--- src/design/dram_row_buffer_access_timing_macros.svh ---
// ---------------------------------------------------------------------------
// DRAM row buffer timing - assertion macros
// Clocked on aclk, disabled while aresetn is low.
// ---------------------------------------------------------------------------
`ifndef DRAM_ROW_BUFFER_ACCESS_TIMING_MACROS_SVH
`define DRAM_ROW_BUFFER_ACCESS_TIMING_MACROS_SVH

// flag a condition that must never hold
`define DRBT_ASSERT_NEVER(lbl, expr, msg) \
    lbl: assert property (@(posedge aclk) disable iff (!aresetn) !(expr)) \
        else $error(msg);

// antecedent in this cycle implies consequent in the same cycle
`define DRBT_ASSERT_IMPLY(lbl, ante, cons, msg) \
    lbl: assert property (@(posedge aclk) disable iff (!aresetn) (ante) |-> (cons)) \
        else $error(msg);

// antecedent in this cycle implies consequent in the next cycle
`define DRBT_ASSERT_NEXT(lbl, ante, cons, msg) \
    lbl: assert property (@(posedge aclk) disable iff (!aresetn) (ante) |=> (cons)) \
        else $error(msg);

`endif

--- src/design/drbt_pkg.sv ---
// ---------------------------------------------------------------------------
// DRAM row buffer timing - package
// Geometry, field widths, codes and the controller/datapath interface types.
// ---------------------------------------------------------------------------
package drbt_pkg;

    // geometry; both counts are powers of two
    localparam int ROW_COUNT  = 1024;
    localparam int ROW_WORDS  = 256;
    localparam int BANK_WORDS = ROW_COUNT * ROW_WORDS;

    localparam int ROW_AW      = $clog2(ROW_COUNT);
    localparam int COL_AW      = $clog2(ROW_WORDS);
    localparam int BANK_AW     = ROW_AW + COL_AW;
    localparam int BYTE_AW     = BANK_AW + 2;
    localparam int CNT_W       = $clog2(BANK_WORDS + 1);

    localparam int DATA_W      = 32;
    localparam int DELAY_W     = 10;
    localparam int LAT_W       = 12;
    localparam int KIND_W      = 2;
    localparam int CFG_IDX_W   = 2;

    localparam logic [DELAY_W-1:0] ROW_DELAY_RESET = DELAY_W'(10);
    localparam logic [DELAY_W-1:0] COL_DELAY_RESET = DELAY_W'(2);

    localparam logic [CFG_IDX_W-1:0] REG_ROW_DELAY = CFG_IDX_W'(0);
    localparam logic [CFG_IDX_W-1:0] REG_COL_DELAY = CFG_IDX_W'(1);

    localparam logic [KIND_W-1:0] KIND_HIT      = KIND_W'(0);
    localparam logic [KIND_W-1:0] KIND_EMPTY    = KIND_W'(1);
    localparam logic [KIND_W-1:0] KIND_CONFLICT = KIND_W'(2);

    localparam logic MODE_STORE = 1'b1;

    typedef struct packed {
        logic             take_item;
        logic             classify;
        logic             clear_step;
        logic             xfer_rd;
        logic             xfer_wb;
        logic             open_row;
        logic             access;
        logic             finish;
        logic [CNT_W-1:0] cnt;
    } drbt_cmd_t;

    typedef struct packed {
        logic bad;
        logic hit;
        logic row_open;
        logic out_free;
    } drbt_sts_t;

endpackage

--- src/design/drbt_ctrl.sv ---
// ---------------------------------------------------------------------------
// DRAM row buffer timing - controller
// Sequences the bank clear, row write back, row load, column access and result.
// ---------------------------------------------------------------------------
module drbt_ctrl
    import drbt_pkg::*;
(
    input  logic       aclk,
    input  logic       aresetn,
    input  logic       s_valid,
    output logic       s_ready,
    input  drbt_sts_t  sts,
    output drbt_cmd_t  cmd
);

    typedef enum logic [6:0] {
        ST_CLEAR  = 7'b0000001,
        ST_IDLE   = 7'b0000010,
        ST_CHECK  = 7'b0000100,
        ST_WBACK  = 7'b0001000,
        ST_LOAD   = 7'b0010000,
        ST_ACCESS = 7'b0100000,
        ST_DONE   = 7'b1000000
    } state_t;

    localparam logic [CNT_W-1:0] CLEAR_LAST = CNT_W'(BANK_WORDS - 1);
    localparam logic [CNT_W-1:0] ROW_END    = CNT_W'(ROW_WORDS);

    state_t           state_reg, state_next;
    logic [CNT_W-1:0] cnt_reg, cnt_next;

    always_comb begin
        state_next = state_reg;
        cnt_next   = cnt_reg;
        s_ready    = 1'b0;
        cmd        = '0;
        cmd.cnt    = cnt_reg;
        unique case (state_reg)
            ST_CLEAR: begin
                cmd.clear_step = 1'b1;
                if (cnt_reg == CLEAR_LAST) begin
                    cnt_next   = '0;
                    state_next = ST_IDLE;
                end else begin
                    cnt_next = cnt_reg + CNT_W'(1);
                end
            end
            ST_IDLE: begin
                s_ready = 1'b1;
                if (s_valid) begin
                    cmd.take_item = 1'b1;
                    state_next    = ST_CHECK;
                end
            end
            ST_CHECK: begin
                cmd.classify = 1'b1;
                cnt_next     = '0;
                if (sts.bad) begin
                    state_next = ST_DONE;
                end else if (sts.hit) begin
                    state_next = ST_ACCESS;
                end else if (sts.row_open) begin
                    state_next = ST_WBACK;
                end else begin
                    state_next = ST_LOAD;
                end
            end
            ST_WBACK: begin
                cmd.xfer_wb = 1'b1;
                cmd.xfer_rd = (cnt_reg != ROW_END);
                if (cnt_reg == ROW_END) begin
                    cnt_next   = '0;
                    state_next = ST_LOAD;
                end else begin
                    cnt_next = cnt_reg + CNT_W'(1);
                end
            end
            ST_LOAD: begin
                cmd.xfer_rd = (cnt_reg != ROW_END);
                if (cnt_reg == ROW_END) begin
                    cmd.open_row = 1'b1;
                    cnt_next     = '0;
                    state_next   = ST_ACCESS;
                end else begin
                    cnt_next = cnt_reg + CNT_W'(1);
                end
            end
            ST_ACCESS: begin
                cmd.access = 1'b1;
                state_next = ST_DONE;
            end
            ST_DONE: begin
                if (sts.out_free) begin
                    cmd.finish = 1'b1;
                    state_next = ST_IDLE;
                end
            end
            default: begin
                state_next = ST_CLEAR;
                cnt_next   = '0;
            end
        endcase
    end

    always_ff @(posedge aclk) begin
        if (!aresetn) begin
            state_reg <= ST_CLEAR;
            cnt_reg   <= '0;
        end else begin
            state_reg <= state_next;
            cnt_reg   <= cnt_next;
        end
    end

endmodule

--- config.mk ---
export PLATFORM = sky130hd
export DESIGN_NAME = drbt_ctrl
export DESIGN_NICKNAME = d
export VERILOG_FILES = /design/src/design/dram_row_buffer_access_timing_macros.svh /design/src/design/drbt_pkg.sv /design/src/design/drbt_ctrl.sv
export SDC_FILE = /design/constraint.sdc
export NUM_CORES = 1
export LEC_CHECK = 0
export BUFFER_PORTS_ARGS = -buffer_cell sky130_fd_sc_hd__buf_2
export CORE_MARGIN = 2
export CORE_UTILIZATION = 50
export CTS_CLUSTER_SIZE = 12
export DETAILED_ROUTE_END_ITERATION = 10
export GPL_TIMING_DRIVEN = 0
export PLACE_DENSITY = 0.84
export SLEW_MARGIN = 5
export SYNTH_ARGS = -nofsm -noshare
export SYNTH_HDL_FRONTEND = slang
export SYNTH_SLANG_ARGS = --single-unit
--- constraint.sdc ---
create_clock -name aclk -period 2.3 [get_ports aclk]
set_input_delay 0.23 -clock aclk [delete_from_list [all_inputs] [get_ports aclk]]
set_output_delay 0.23 -clock aclk [all_outputs]
set_load 0.05 [all_outputs]
# After elaboration in Yosys (flattened, before gate mapping)
# Index checks and enable logic that the tools add are counted.
# word_totals
ff_bits	26
latchBits	0
ramBits	0
rom_bits	0
memories	0
# op_classes
addsub	1
n_mul	0
div_mod_pow	0
order_cmp	0
eq_ne	15
shifts	0
muxes	24
bitwise	0
reduce_logical	3
# ops
op	n
$pmux W19 S3	1
$pmux W7 S7	1
$mux W7	6
$mux W19	2
$add A19 B1 Y19 const B	1
$eq A19 B18 Y1 const B	1
$eq A19 B9 Y1 const B	1
$ne A19 B9 Y1 const B	1
$mux W1	12
$ne A2 B2 Y1 const B	5
$eq A7 B1 Y1 const B	1
$eq A7 B2 Y1 const B	1
$eq A7 B3 Y1 const B	1
$eq A7 B4 Y1 const B	1
$eq A7 B5 Y1 const B	1
$eq A7 B6 Y1 const B	1
$eq A7 B7 Y1 const B	1
$mux W6	1
$mux W5	1
$reduce_and A5 Y1	1
$reduce_or A3 Y1	1
$reduce_or A2 Y1	1

# Logic depth before layout (Yosys ltp)
# Gate-level depths: netlist (run 1).
# logic_depth
ltp_word	4
mapped_depth	8
mapped_depth_nobuf	7

# Least setup slack after synthesis (run 1)
# No wires, ideal clock.
# synth_timing
path_type	reg2out
startpoint	reg state_reg[0]
endpoint	out cmd[26] in the netlist's numbering
arrival_time_ps	2482
t_required_ps	2070
path_slack_ps	-412
stages_incl_launch_ff	4
n_path_buf	0
path_cell_list	dfxtp_1 nor4_1 nor4b_2 and2_1
# synth_rtl
element	line	source
from (decl)	drbt_ctrl.sv:29	state_t state_reg, state_next;
from (signal assigned)	drbt_ctrl.sv:110	state_reg <= state_next;
to (decl)	drbt_ctrl.sv:13	output drbt_cmd_t cmd

==> results of run 1 <==
## per-stage QoR
stage          setup WS, ns  cell area [um^2]  util [%]
6_report             0.1149              1828     65.16
5_1_grt             0.02041              1828     65.16
4_1_cts             0.02222              1793     63.92
3_5_place_dp       -0.04056              1713     61.06
3_3_place_gp        0.01875              1713     61.06
2_1_floorplan       0.01655              1509         -
## how the worst max path moves through the flow
stage,endpoint,depth (start not counted),start,slack [ns]
floorplan,cnt_reg[4],6,cnt_reg[16],0.02
global placement,cnt_reg[9],6,state_reg[0],0.02
detailed placement,cnt_reg[9],6,state_reg[0],-0.04
CTS,cmd[26],4,state_reg[0],0.02
global route,cmd[21],5,state_reg[6],0.02
finish,cmd[23],6,cnt_reg[0],0.11
## metal layers
metal  share of wire, %  vias up  global-route usage, %
li1                   -      690                      -
met1                 44      666                  29.44
met2                 49       42                  33.23
met3                5.4        7                  3.077
met4                1.4        0                  6.169
met5                  0        -                      0
## report_power, final
part           internal, W  switching, W
clock             0.000176      0.000152
combinational    0.0000817      0.000134
sequential        0.000466     0.0000207
total             0.000724      0.000307
## cells in the mapped netlist (all sizes together)
master	n	area [um^2]
xor2	13	113.9
buf	2	20.01
nand2	13	48.80
nand4b	5	43.79
ha	2	25.02
a21oi	3	15.01
nand3	5	25.02
and2	1	6.260
o211ai	2	15.01
and3	4	25.02
dfxtp	26	520.5
o41ai	1	8.760
and4b	2	21.27
nand4	8	50.05
nor4b	2	23.77
nor4	5	37.53
clkbuf	3	11.26
xnor2	8	70.07
mux2i	1	10.01
o221ai	1	8.760
nor2	29	133.9
a31oi	2	27.53
a211oi	1	7.510
nand3b	2	15.01
o21ai	2	10.01
o31ai	1	21.27
and4	2	18.77
or4	1	11.26
o211a	1	10.01
nor3b	5	37.54
inv	7	26.28
nor3	8	62.56
nor2b	2	12.51
## logic make-up after synthesis
| family | share of synthesized area [%] |
|---|---|
| adders and majority gates | 1.675 |
| and+or+nand+nor | 38.36 |
| buffers and inverters | 3.852 |
| AOI/OAI and AO/OA | 8.292 |
| xor gates and xnor gates | 12.31 |
| DFF | 34.84 |
| muxes | 0.6700 |
## tightest hold or removal path, cell delays in order
cell	delay, ns
buf_2	0.10
a211oi_1	0.06
nor2b_1	0.09
## layout by cell type (no fill, tap or decap), types with 2 or more instances in the layout
cell type	synthesis	routed
o211ai_1	2	2
buf_2	1	32
nor4_1	4	3
nor3_4	2	2
dfxtp_2	0	4
clkbuf_4	0	4
nor2_2	10	10
xnor2_1	8	8
nor2_1	19	19
nor4_4	0	2
nand4_1	8	8
clkbuf_1	3	2
xor2_1	13	13
nor2b_1	2	2
dfxtp_1	26	22
buf_4	0	4
nand3b_1	2	2
o21ai_0	2	2
nand2_1	13	13
a21oi_1	3	3
nor4b_4	0	2
inv_1	7	7
ha_1	2	2
nand3_1	5	5
nor3b_1	5	5
nor3_1	6	6
nand4b_1	5	5
and3_1	4	4
## timing repair
| item | in CTS | in global routing |
|---|---|---|
| setup buffers | 2 | 1 |
| pin swaps | 2 | 2 |
| setup endpoints to repair | 18 | 15 |
| gates resized for setup | 2 | 6 |
## final cells by class
| class | instances | area, um^2 | share of cell area, % |
|---|---|---|---|
| buffer | 4 | 27.53 | 1.506 |
| multi-input combinational | 132 | 964.7 | 52.77 |
| clock buffer | 3 | 22.52 | 1.232 |
| sequential | 26 | 525.5 | 28.75 |
| timing repair buffer | 36 | 192.7 | 10.54 |
| tap | 31 | 38.79 | 2.122 |
| clock inverter | 1 | 30.03 | 1.643 |
| inverter | 7 | 26.28 | 1.437 |
==> metrics.csv, run 1 <==
stage,metric,value,unit
run,cap_viol_max_count,0,
global_routing,first_global_vias,1156,
sta,rsz0062_at_grt,no,
finish,largest_register_ff_count,19,
clocking,holdBufCountCts,0,
finish,fillerInstances,248,
critical_path,cp_top_family,simple AND/OR/NAND/NOR gates,
global_routing,grt_start_max_net_pins,16,
floorplanning,fp.dieW,58.66,um
drt,drc,3,
run_status,outcome,"finished, violations left",
critical_path,timing.rr.end,state_reg[3],
sta,finClkSkew,0.02163,ns
power,finalPower,0.001031,W
power,peakVddDrop,0.2487,mV
min_path,hold_end,state_reg[6],
critical_path,r2r-start,state_reg[6],
drt,detail_route.vias_per_cell,5.854,
sta,tightest_slew,0.8171,ns
floorplanning,coreArea,2805,um^2
global_routing,grt_usage,20.86,%
finish,area_delta_synth_final,22.36,%
critical_path,critical-path-slowest-cell,dfxtp_2,
floorplanning,initial_core_util,53.26,%
global_routing,grt_first_pass_wirelength,5540,um
sta,setup_viol,0,
run_status,violations,design-rule violations,
power,power_density,563.7,nW/um^2
placement,portBuffers,33,
critical_path,critPathBufInv,2,
sta,layout_min_cycle_time,2.185,ns
yosys,syn_area,1494,um^2
floorplanning,ios,35,
global_routing,gr-total-overflow,0,
critical_path,slowest_delay,0.38,ns
power,leakagePower,0.7676,nW
critical_path,arrival,1.96,ns
clocking,cts_buffer_depth,2,
critical_path,required,2.07,ns
floorplanning,rows,19,
critical_path,crit_chain,inv_1 > ha_1 > nor4b_4 > and4b_2 > a31oi_4 > buf_4,
finish,nets,219,
finish,fin_cells,240,
floorplanning,dieArea,3441,um^2
yosys,synth_seq_cells,26,
clocking,cts_root_buf,clkbuf_4,
yosys,synth.avg_cell_area,8.788,um^2
yosys,synth.distinct_cells,41,
clocking,cts.sinks,26,
drt,first_pass_iters,7,
sta,maxSlewHeadroom,45.11,%
clocking,clkTransAtPathRegs,0.17,ns
critical_path,worstPathMaxFanout,4,
sta,hold_ws,0.1828,ns
min_path,min_path_type,in2reg,
global_routing,antenna_found_initial,0,
drt,routed_wl,3470,um
clocking,cts_buffers,3,
min_path,min_from,sts[3],
critical_path,rrSetupSlack,0.18,ns
yosys,seq_area_frac_synth,34.84,%
sta,period_share,95.00,%
drt,wl_per_cell,14.46,um
sta,max_freq,457.7,MHz
placement,placed_cells,234,
placement,gp_congestion,0.8558,
drt,drt_iter0_markers,77,
sta,slew_viol_final,0,
critical_path,criticalPathCategory,reg2out,
drt,vias,1405,
yosys,syn_nets,179,
sta,hold_violations,0,
yosys,yosys_warnings,0,
min_path,hold_depth,3,
finish,drive_gt1_share,32.54,%
yosys,syn_inst,170,
critical_path,rr_worst_depth,6,
critical_path,end_kind,output pin,
clocking,clock_latency,0.34,ns
floorplanning,die_h,58.66,um
sta,setup_tns,0,ns
critical_path,startpoint_type,flip-flop,
finish,antenna_cells,0,
clocking,tritoncts,yes,
drt,antenna_left,0,
clocking,h-tree-depth,1,
placement,detailed_place_hpwl,2440,um
Note: power is estimated with default switching activity, not from simulation.
==> run 2, diff against run 1 <==
--- a/config.mk
+++ b/config.mk
@@ -12,7 +12,7 @@
 export DETAILED_ROUTE_END_ITERATION = 10
 export GPL_TIMING_DRIVEN = 0
 export PLACE_DENSITY = 0.84
-export SLEW_MARGIN = 5
+export SLEW_MARGIN = 0
 export SYNTH_ARGS = -nofsm -noshare
 export SYNTH_HDL_FRONTEND = slang
 export SYNTH_SLANG_ARGS = --single-unit
==> constraint.sdc (replaced) <==
create_clock -name aclk -period 2.3 [get_ports aclk]
set_input_delay 0.23 -clock aclk [delete_from_list [all_inputs] [get_ports aclk]]
set_output_delay 0.23 -clock aclk [all_outputs]
set_load 0.01 [all_outputs]
==> metrics.csv, run 2 (synthesized netlist as in run 1, its figures left out) <==
stage,metric,value,unit,change
run_status,outcome,"finished, violations left",,unchanged
run_status,violations,design-rule violations,,unchanged
clocking,h-tree-depth,1,,unchanged
drt,vias,1365,,was 1405
clocking,clock_latency,0.32,ns,was 0.34 ns
placement,placedInstanceArea,1698,um^2,was 1713 um^2
power,power_density,489.3,nW/um^2,was 563.7 nW/um^2
finish,largest_register_ff_count,19,,unchanged
power,finalPower,0.0008773,W,was 0.001031 W
clocking,cts_buffer_depth,2,,unchanged
clocking,holdBufCountCts,0,,unchanged
critical_path,timing.rr.end,cnt_reg[14],,was state_reg[3]
critical_path,arrival,1.93,ns,was 1.96 ns
critical_path,slowest_delay,0.37,ns,was 0.38 ns
finish,layout_commonest_cell,buf_2,,unchanged
sta,rsz0062_at_grt,no,,unchanged
min_path,hold_depth,3,,unchanged
global_routing,first_global_vias,1284,,was 1156
sta,tightest_slew,0.8479,ns,was 0.8171 ns
critical_path,criticalPathCategory,reg2out,,unchanged
global_routing,grt_usage,20.58,%,was 20.86%
floorplanning,coreArea,2805,um^2,unchanged
run,cap_viol_max_count,0,,unchanged
critical_path,startpoint_type,flip-flop,,unchanged
power,peakVddDrop,0.3642,mV,was 0.2487 mV
clocking,tritoncts,yes,,unchanged
floorplanning,die_h,58.66,um,unchanged
finish,finish.utilization,63.92,%,was 65.16%
clocking,clkTransAtPathRegs,0.14,ns,was 0.17 ns
sta,setup_viol,0,,unchanged
drt,detail_route.vias_per_cell,5.664,,was 5.854
sta,max_freq,463.4,MHz,was 457.7 MHz
finish,nets,220,,was 219
critical_path,worstPathMaxFanout,4,,unchanged
sta,maxSlewHeadroom,43.04,%,was 45.11%
global_routing,grt_start_max_net_pins,15,,was 16
global_routing,antenna_found_initial,0,,unchanged
clocking,cts.sinks,26,,unchanged
finish,multi_input_area,950.9,um^2,was 964.7 um^2
floorplanning,dieArea,3441,um^2,unchanged
finish,final_cell_mix,"buf_2 (34), dfxtp_1 (26), nor2_1 (19)",,"was buf_2 (32), dfxtp_1 (22), nor2_1 (19)"
critical_path,r2r-start,cnt_reg[0],,was state_reg[6]
clocking,cts_root_buf,clkbuf_4,,unchanged
sta,finClkSkew,0.005362,ns,was 0.02163 ns
floorplanning,rows,19,,unchanged
critical_path,rr_worst_depth,8,,was 6
clocking,cts_buffers,3,,unchanged
critical_path,critical-path-slowest-cell,dfxtp_1,,was dfxtp_2
min_path,min_from,sts[3],,unchanged
min_path,min_path_type,in2reg,,unchanged
placement,portBuffers,33,,unchanged
placement,gp_congestion,0.7995,,was 0.8558
min_path,hold_end,state_reg[6],,unchanged
finish,area_delta_synth_final,20.02,%,was 22.36%
floorplanning,initial_core_util,53.26,%,unchanged
critical_path,required,2.07,ns,about the same
global_routing,gr-total-overflow,0,,unchanged
critical_path,rrSetupSlack,0.18,ns,about the same
sta,layout_min_cycle_time,2.158,ns,was 2.185 ns
finish,antenna_cells,0,,unchanged
drt,antenna_left,0,,unchanged
floorplanning,fp.dieW,58.66,um,unchanged
finish,stdcell_area,1793,um^2,was 1828 um^2
drt,first_pass_iters,7,,unchanged
sta,hold_violations,0,,unchanged
finish,drive_gt1_share,30.95,%,was 32.54%
global_routing,grt_first_pass_wirelength,5547,um,was 5540 um
critical_path,crit_chain,inv_1 > ha_1 > nor4b_1 > and4b_2 > a31oi_4 > buf_2,,was inv_1 > ha_1 > nor4b_4 > and4b_2 > a31oi_4 > buf_4
finish,fillerInstances,247,,was 248
drt,wl_per_cell,13.53,um,was 14.46 um
floorplanning,ios,35,,unchanged
critical_path,end_kind,output pin,,unchanged
placement,detailed_place_hpwl,2371,um,was 2440 um
finish,final-seq-area,520.5,um^2,was 525.5 um^2
sta,period_share,93.83,%,was 95.00%
drt,drc,2,,was 3
power,leakagePower,0.7534,nW,was 0.7676 nW
sta,slew_viol_final,0,,unchanged
drt,routed_wl,3261,um,was 3470 um
drt,drt_iter0_markers,84,,was 77
==> run 2: area by class of cell <==
| class | count | share of cell area (%) |
|---|---|---|
| buffer | 5 | 1.814 |
| multi-input combinational | 132 | 53.04 |
| inverter | 7 | 1.465 |
| clock buffer | 4 | 2.024 |
| sequential | 26 | 29.03 |
| tap | 31 | 2.163 |
| timing repair buffer | 36 | 10.47 |
==> run 2: routing by layer <==
metal	vias to the layer above	track usage [%]	share of wire, %
li1	689	-	-
met1	638	26.24	45
met2	36	34.83	48
met3	2	4.835	5.9
met4	0	5.844	0.58
met5	-	0	0
==> run 2: stage by stage <==
| stage | setup TNS, ns | setup WS (ns) | cells | hold WS [ns] |
|---|---|---|---|---|
| floorplan | 0 | 0.2696 | 170 | 0.3878 |
| global placement | 0 | 0.04141 | 234 | 0.5017 |
| detailed placement | -0.01169 | -0.005391 | 234 | 0.5063 |
| CTS | 0 | 0.09930 | 241 | 0.1838 |
| global route | 0 | 0.03215 | 241 | 0.1991 |
| finish | 0 | 0.1418 | 241 | 0.1810 |
==> run 2: what timing repair did <==
action / 4_1_cts / 5_1_grt
endpoints found under the setup margin: 14 / 8
setup buffers: 3 / 0
gates cloned: 0 / 0
gates resized for setup: 1 / 6
pin swaps: 1 / 0
==> run 2: report_power, final <==
part / internal [W] / switching, W
combinational: 0.0000727 / 0.0000885
sequential: 0.000464 / 0.0000199
clock: 0.0000969 / 0.000135
total: 0.000634 / 0.000244
==> run 2: worst max-delay path by stage <==
stage,from,endpoint,slack (ns),depth (start not counted)
2_1_floorplan,cnt_reg[14],cnt_reg[4],0.27,6
3_3_place_gp,cnt_reg[0],cnt_reg[18],0.04,8
3_5_place_dp,cnt_reg[0],cnt_reg[10],-0.005,8
4_1_cts,cnt_reg[0],state_reg[3],0.1,7
5_1_grt,state_reg[6],cmd[21],0.03,6
6_report,cnt_reg[0],cmd[23],0.14,6
==> run 2: critical path: cells and delay by family, from the launching register on <==
kind	cells	cell delay [ns]
buf+inv	2	0.32
flops	1	0.37
simple gates	2	0.62
compound gates	1	0.14
fa+ha+maj	1	0.15
